--- src/rtl/atc_pkg.sv ---
// ----------------------------------------------------------------------------
// atc_pkg
// Shared types, codes and helper functions of the assembler token classifier.
// ----------------------------------------------------------------------------
package atc_pkg;

  localparam logic [1:0] FUNC_LOAD = 2'd0;
  localparam logic [1:0] FUNC_CHAR = 2'd1;
  localparam logic [1:0] FUNC_EOL  = 2'd2;

  localparam logic [2:0] QUOTE_TABLE   = 3'd4;
  localparam logic [6:0] QUOTE_INDEX   = 7'd13;
  localparam logic [2:0] HASH_TABLE0   = 3'd5;
  localparam logic [7:0] CASE_SHIFT    = 8'd32;
  localparam logic [3:0] ENTRY_MAX_LEN = 4'd8;
  localparam logic [1:0] LAST_PRESET   = 2'd3;
  localparam logic [1:0] LAST_HASH     = 2'd2;

  localparam logic [7:0] CH_SPACE = 8'h20;
  localparam logic [7:0] CH_SEMI  = 8'h3b;
  localparam logic [7:0] CH_QUOTE = 8'h27;

  typedef enum logic [2:0] {
    ACT_NOP,
    ACT_ADD,
    ACT_SKIP,
    ACT_CLASS,
    ACT_CLASS_ADD
  } act_t;

  typedef struct packed {
    logic capture;
    logic res_load;
    logic char_add;
    logic char_skip;
    logic res_quote;
    logic p_init;
    logic p_next_tbl;
    logic p_step;
    logic res_preset;
    logic h_init;
    logic h_step;
    logic h_next_tbl;
    logic res_hash;
    logic m_init;
    logic m_sub;
    logic q_init;
    logic q_step;
    logic q_write;
    logic res_full;
    logic push_tok;
    logic push_eol;
    logic push_last;
    logic clr_step;
    logic clr_skip;
  } cmd_t;

  typedef struct packed {
    logic [1:0] func;
    logic       sel_ok;
    act_t       act;
    logic       tok_nonempty;
    logic       quote;
    logic       p_end;
    logic       p_last_tbl;
    logic       p_match;
    logic       h_match;
    logic       h_last_slot;
    logic       h_last_tbl;
    logic       m_ge;
    logic       q_empty;
    logic       q_last;
    logic       out_free;
    logic       clr_done;
  } sts_t;

  function automatic logic is_letter(input logic [7:0] c);
    return (c inside {[8'h61:8'h7a], [8'h41:8'h5a]});
  endfunction

  function automatic logic is_digit_kind(input logic [7:0] c);
    return (c inside {[8'h30:8'h39], [8'h41:8'h48]});
  endfunction

  function automatic logic [63:0] len_mask(input logic [3:0] len);
    logic [63:0] m;
    m = '0;
    for (int i = 0; i < 8; i++) begin
      if (4'(i) < len) m[8*i +: 8] = 8'hff;
    end
    return m;
  endfunction

  function automatic logic [63:0] case_shift(input logic [63:0] t, input logic [3:0] len);
    logic [63:0] r;
    r = '0;
    for (int i = 0; i < 8; i++) begin
      if (4'(i) < len) r[8*i +: 8] = t[8*i +: 8] + CASE_SHIFT;
    end
    return r;
  endfunction

endpackage

--- src/rtl/atc_ctrl.sv ---
// ----------------------------------------------------------------------------
// atc_ctrl
// Sequencer: decodes items, steps the table searches and probing, emits results.
// ----------------------------------------------------------------------------
module atc_ctrl (
  input  logic          clk,
  input  logic          rst,
  input  logic          in_valid,
  output logic          in_stall,
  input  atc_pkg::sts_t sts,
  output atc_pkg::cmd_t cmd
);
  import atc_pkg::*;

  typedef enum logic [3:0] {
    S_CLEAR, S_IDLE, S_DECODE, S_CLS, S_P_CHECK, S_P_CMP, S_H_READ, S_H_CMP,
    S_MOD, S_Q_READ, S_Q_CMP, S_EMIT_TOK, S_EMIT_EOL
  } state_t;

  state_t state, state_next;
  logic   add_after, add_after_next;

  assign in_stall = (state != S_IDLE);

  always_comb begin
    cmd            = '0;
    state_next     = state;
    add_after_next = add_after;
    cmd.push_last  = (sts.func != FUNC_EOL);
    case (state)
      S_CLEAR: begin
        if (sts.clr_done) state_next = S_IDLE;
        else cmd.clr_step = 1'b1;
      end
      S_IDLE: begin
        if (in_valid) begin
          cmd.capture = 1'b1;
          state_next  = S_DECODE;
        end
      end
      S_DECODE: begin
        case (sts.func)
          FUNC_LOAD: begin
            add_after_next = 1'b0;
            if (sts.sel_ok) begin
              cmd.res_load = 1'b1;
              state_next   = S_EMIT_TOK;
            end else begin
              state_next = S_IDLE;
            end
          end
          FUNC_CHAR: begin
            add_after_next = (sts.act == ACT_CLASS_ADD);
            case (sts.act)
              ACT_ADD: begin
                cmd.char_add = 1'b1;
                state_next   = S_IDLE;
              end
              ACT_SKIP: begin
                cmd.char_skip = 1'b1;
                state_next    = S_IDLE;
              end
              ACT_CLASS, ACT_CLASS_ADD: state_next = S_CLS;
              default: state_next = S_IDLE;
            endcase
          end
          FUNC_EOL: begin
            add_after_next = 1'b0;
            state_next     = sts.tok_nonempty ? S_CLS : S_EMIT_EOL;
          end
          default: state_next = S_IDLE;
        endcase
      end
      S_CLS: begin
        if (sts.quote) begin
          cmd.res_quote = 1'b1;
          state_next    = S_EMIT_TOK;
        end else begin
          cmd.p_init = 1'b1;
          state_next = S_P_CHECK;
        end
      end
      S_P_CHECK: begin
        if (sts.p_end) begin
          if (sts.p_last_tbl) begin
            cmd.h_init = 1'b1;
            state_next = S_H_READ;
          end else begin
            cmd.p_next_tbl = 1'b1;
          end
        end else begin
          state_next = S_P_CMP;
        end
      end
      S_P_CMP: begin
        if (sts.p_match) begin
          cmd.res_preset = 1'b1;
          state_next     = S_EMIT_TOK;
        end else begin
          cmd.p_step = 1'b1;
          state_next = S_P_CHECK;
        end
      end
      S_H_READ: state_next = S_H_CMP;
      S_H_CMP: begin
        if (sts.h_match) begin
          cmd.res_hash = 1'b1;
          state_next   = S_EMIT_TOK;
        end else if (sts.h_last_slot) begin
          if (sts.h_last_tbl) begin
            cmd.m_init = 1'b1;
            state_next = S_MOD;
          end else begin
            cmd.h_next_tbl = 1'b1;
            state_next     = S_H_READ;
          end
        end else begin
          cmd.h_step = 1'b1;
          state_next = S_H_READ;
        end
      end
      S_MOD: begin
        if (sts.m_ge) begin
          cmd.m_sub = 1'b1;
        end else begin
          cmd.q_init = 1'b1;
          state_next = S_Q_READ;
        end
      end
      S_Q_READ: state_next = S_Q_CMP;
      S_Q_CMP: begin
        if (sts.q_empty) begin
          cmd.q_write  = 1'b1;
          cmd.res_hash = 1'b1;
          state_next   = S_EMIT_TOK;
        end else if (sts.q_last) begin
          cmd.res_full = 1'b1;
          state_next   = S_EMIT_TOK;
        end else begin
          cmd.q_step = 1'b1;
          state_next = S_Q_READ;
        end
      end
      S_EMIT_TOK: begin
        if (sts.out_free) begin
          cmd.push_tok = 1'b1;
          if (sts.func == FUNC_EOL) begin
            state_next = S_EMIT_EOL;
          end else begin
            cmd.char_add = add_after;
            state_next   = S_IDLE;
          end
        end
      end
      S_EMIT_EOL: begin
        if (sts.out_free) begin
          cmd.push_eol = 1'b1;
          cmd.clr_skip = 1'b1;
          state_next   = S_IDLE;
        end
      end
      default: state_next = S_IDLE;
    endcase
  end

  always_ff @(posedge clk) begin
    if (rst) begin
      state     <= S_CLEAR;
      add_after <= 1'b0;
    end else begin
      state     <= state_next;
      add_after <= add_after_next;
    end
  end

endmodule

--- config.mk ---
export PLATFORM = sky130hd
export DESIGN_NAME = atc_ctrl
export DESIGN_NICKNAME = d
export VERILOG_FILES = /design/src/rtl/atc_pkg.sv /design/src/rtl/atc_ctrl.sv
export SDC_FILE = /design/constraint.sdc
export NUM_CORES = 1
export LEC_CHECK = 0
export BUFFER_PORTS_ARGS = -buffer_cell sky130_fd_sc_hd__buf_2
export CAP_MARGIN = 15
export CORE_UTILIZATION = 43
export CTS_CLUSTER_SIZE = 24
export DETAILED_ROUTE_END_ITERATION = 16
export PLACE_DENSITY = 0.79
export SLEW_MARGIN = 40
export SYNTH_ARGS = -nofsm -noshare
export SYNTH_HDL_FRONTEND = slang
export SYNTH_SLANG_ARGS = --single-unit
--- constraint.sdc ---
create_clock -name clk -period 2 [get_ports clk]
set_clock_uncertainty 0.1 [all_clocks]
set_input_delay 0.4 -clock clk [delete_from_list [all_inputs] [get_ports clk]]
set_output_delay 0.4 -clock clk [all_outputs]
set_load 0.005 [all_outputs]
==> impl_metrics.json <==
{
  "status": "finished, final reports clean",
  "ir_worst_vdd_uv": 605,
  "rows": 15,
  "worst_slack_ns": 0.0370,
  "postCtsHoldBufs": 0,
  "timing.setup.tns_ns": 0,
  "layout_common_cells": "buf_2, nor2_1, nand2_1, buf_4, a21oi_1",
  "ys_seq_area_share_pct": 12.4,
  "antenna_found_initial": 0,
  "crit_fanout": 5,
  "reg2reg_to": "state[2]",
  "cts_max_level": 1,
  "worstMarginPinSlew_ns": 0.367,
  "gr-total-overflow": 0,
  "gp_congestion": 0.881,
  "r2r-start": "state[0]",
  "critPathMaxStageDelay_ns": 0.36,
  "whs_ns": 0.284,
  "drtAntennaViolNets": 0,
  "synth_top_cell_area_share_pct": 12.4,
  "hold_viol_final": 0,
  "crit_start": "state[0]",
  "met2_usage_pct": 43.4,
  "crit_type": "reg -> out",
  "grt_max_degree": 15,
  "mostFrequentLayoutCell": "buf_2",
  "drtIter0Drc": 36,
  "synth_area_um2": 810,
  "root_buffer": "clkbuf_4",
  "wl_per_cell_um": 13.3,
  "post-route-period-util_pct": 98.2,
  "antenna_cells": 0,
  "cts_buffer_depth": 2,
  "r2r_cells": 6,
  "numCtsBuffers": 3,
  "die_w_um": 45.4,
  "synthCells": 124,
  "yosysUniqueCellTypes": 37,
  "drive_gt1_share_pct": 41.7,
  "numClockSinks": 5,
  "grt_pass1_wl_mm": 3.93,
  "dpl.hpwl_mm": 1.91,
  "drt_pass1_iterations": 4,
  "synth_area_leader_cell": "dfxtp_1",
  "cp_slowest_cell": "dfxtp_1",
  "syn_to_final_growth_pct": 45.0,
  "avgViaCountPerCell": 5.77,
  "portBuffers": 46,
  "max-cap-violations": 0,
  "clk_latency_ns": 0.24,
  "synth_seq_cells": 5,
  "ff2ff_setup_slack_ns": 0.08,
  "endpoint": "cmd[21]",
  "cellLeakagePower_nw": 0.615,
  "cp_cell_sequence": "nor2_4 > nand2_2 > nor2_2 > nand2_1 > o41ai_2 > buf_2",
  "drc": 0,
  "path_clk_slew_ns": 0.04,
  "synth.area.top_cells": "dfxtp_1, nor2_1, nand2_1",
  "vias": 1154,
  "synth_warnings": 0,
  "power.density_mw_per_mm2": 695,
  "grt_pass1_vias": 957,
  "fmax_ghz": 0.509,
  "crit_cells": 6,
  "fp.dieArea_mm2": 0.00206,
  "avgSynthCellArea_um2": 6.53,
  "end_kind": "output port",
  "cts_tree": "done",
  "max-slew-margin-rel_pct": 75.2,
  "pre_cts_ws_ns": 0.135,
  "total_power_w": 0.000815,
  "nNetsFinal": 198,
  "grt_util_met1_pct": 32.5,
  "setup_viol": 0,
  "ioPinCount": 47,
  "drt_wl_total_mm": 2.66,
  "gr-usage-all-layers_pct": 26.0,
  "hold_path_class": "in -> reg",
  "synth_nets": 146,
  "path_buf_inv": 1,
  "die_y_um": 45.4,
  "arrival_ns": 1.46,
  "rsz0062_at_grt": "yes",
  "initial_core_util_pct": 46.4,
  "cp_top_family": "simple AND/OR/NAND/NOR gates",
  "grt_most_used_layer": "met2",
  "critPathRequiredTime_ns": 1.50,
  "grt_use_met3_pct": 2.78,
  "fin_crit_ns": 1.96,
  "slew_viol_final": 0,
  "core_area_mm2": 0.00175,
  "cp-start-kind": "flop"
}
-- repair_timing --
item / CTS / global route
setup buffers: 1 / 1
gates cloned: 0 / 0
pin swaps: 1 / 1
resized for setup: 6 / 9
endpoints found under the setup margin: 5 / 5
-- worst min-delay path by stage --
stage / startpoint / to / slack (ns) / depth (start not counted)
floorplan: add_after / add_after / 0.35 / 2
global placement: add_after / add_after / 0.38 / 2
detailed placement: add_after / add_after / 0.38 / 2
CTS: rst / state[3] / 0.27 / 2
global route: rst / state[0] / 0.28 / 2
finish: rst / state[3] / 0.28 / 2
-- area by class of cell --
type                       count  area, um2
multi-input combinational    104        677
inverter                       5       18.8
tap                           25       31.3
fill                         152        572
timing repair buffer          57        317
sequential                     5        104
clock buffer                   4       26.3
-- metal layers --
layer  part of all wire (%)  wire length [um]
met2                     50              1320
met3                    6.2               166
met4                   0.79                21
met1                     43              1150
met5                      0                 0
-- power by group --
| group | total, W | internal [W] | leakage [nW] | switching [W] |
|---|---|---|---|---|
| logic | 0.000562 | 0.000248 | 0.558 | 0.000314 |
| clock network | 0.000115 | 0.0000753 | 0.0150 | 0.0000394 |
| registers | 0.000139 | 0.000116 | 0.0415 | 0.0000226 |
-- synth_stat cells --
cell type / count
nand4_1: 2
buf_6: 1
a21oi_1: 8
o211a_1: 1
nor2b_1: 5
nor4b_1: 3
a21o_1: 2
a311oi_2: 1
nand3b_1: 1
nand2_1: 14
nor3b_1: 4
o2111ai_1: 1
nor2_1: 17
nand4b_1: 2
a211oi_1: 2
o21bai_1: 1
o31ai_1: 1
nand3_1: 2
dfxtp_1: 5
and2b_1: 1
o221ai_1: 1
buf_4: 2
o41ai_1: 2
nand2b_1: 5
and3_1: 6
o32ai_1: 1
buf_2: 7
a31oi_1: 1
and3b_1: 3
a22oi_1: 1
a21boi_0: 1
a221oi_2: 1
a32oi_1: 2
and4_1: 2
inv_1: 5
o21ai_0: 6
nor3_1: 4
-- kinds of logic after synthesis --
logic type | synth area share [%]
compound gates | 29.4
buf+inv | 9.89
flops | 12.4
simple gates | 48.4
-- sequential cells by signal, indices dropped and copies added (netlist names) --
signal / flops
add_after: 1
state: 4
-- stage by stage --
step	utilization (%)	area (um2)	instances
2_1_floorplan	-	810	124
4_1_cts	64.9	1130	199
5_1_grt	67.2	1170	200
3_3_place_gp	61.7	1080	194
6_report	67.2	1170	200
3_5_place_dp	61.7	1080	194
Note: power is estimated with default switching activity, not from simulation.
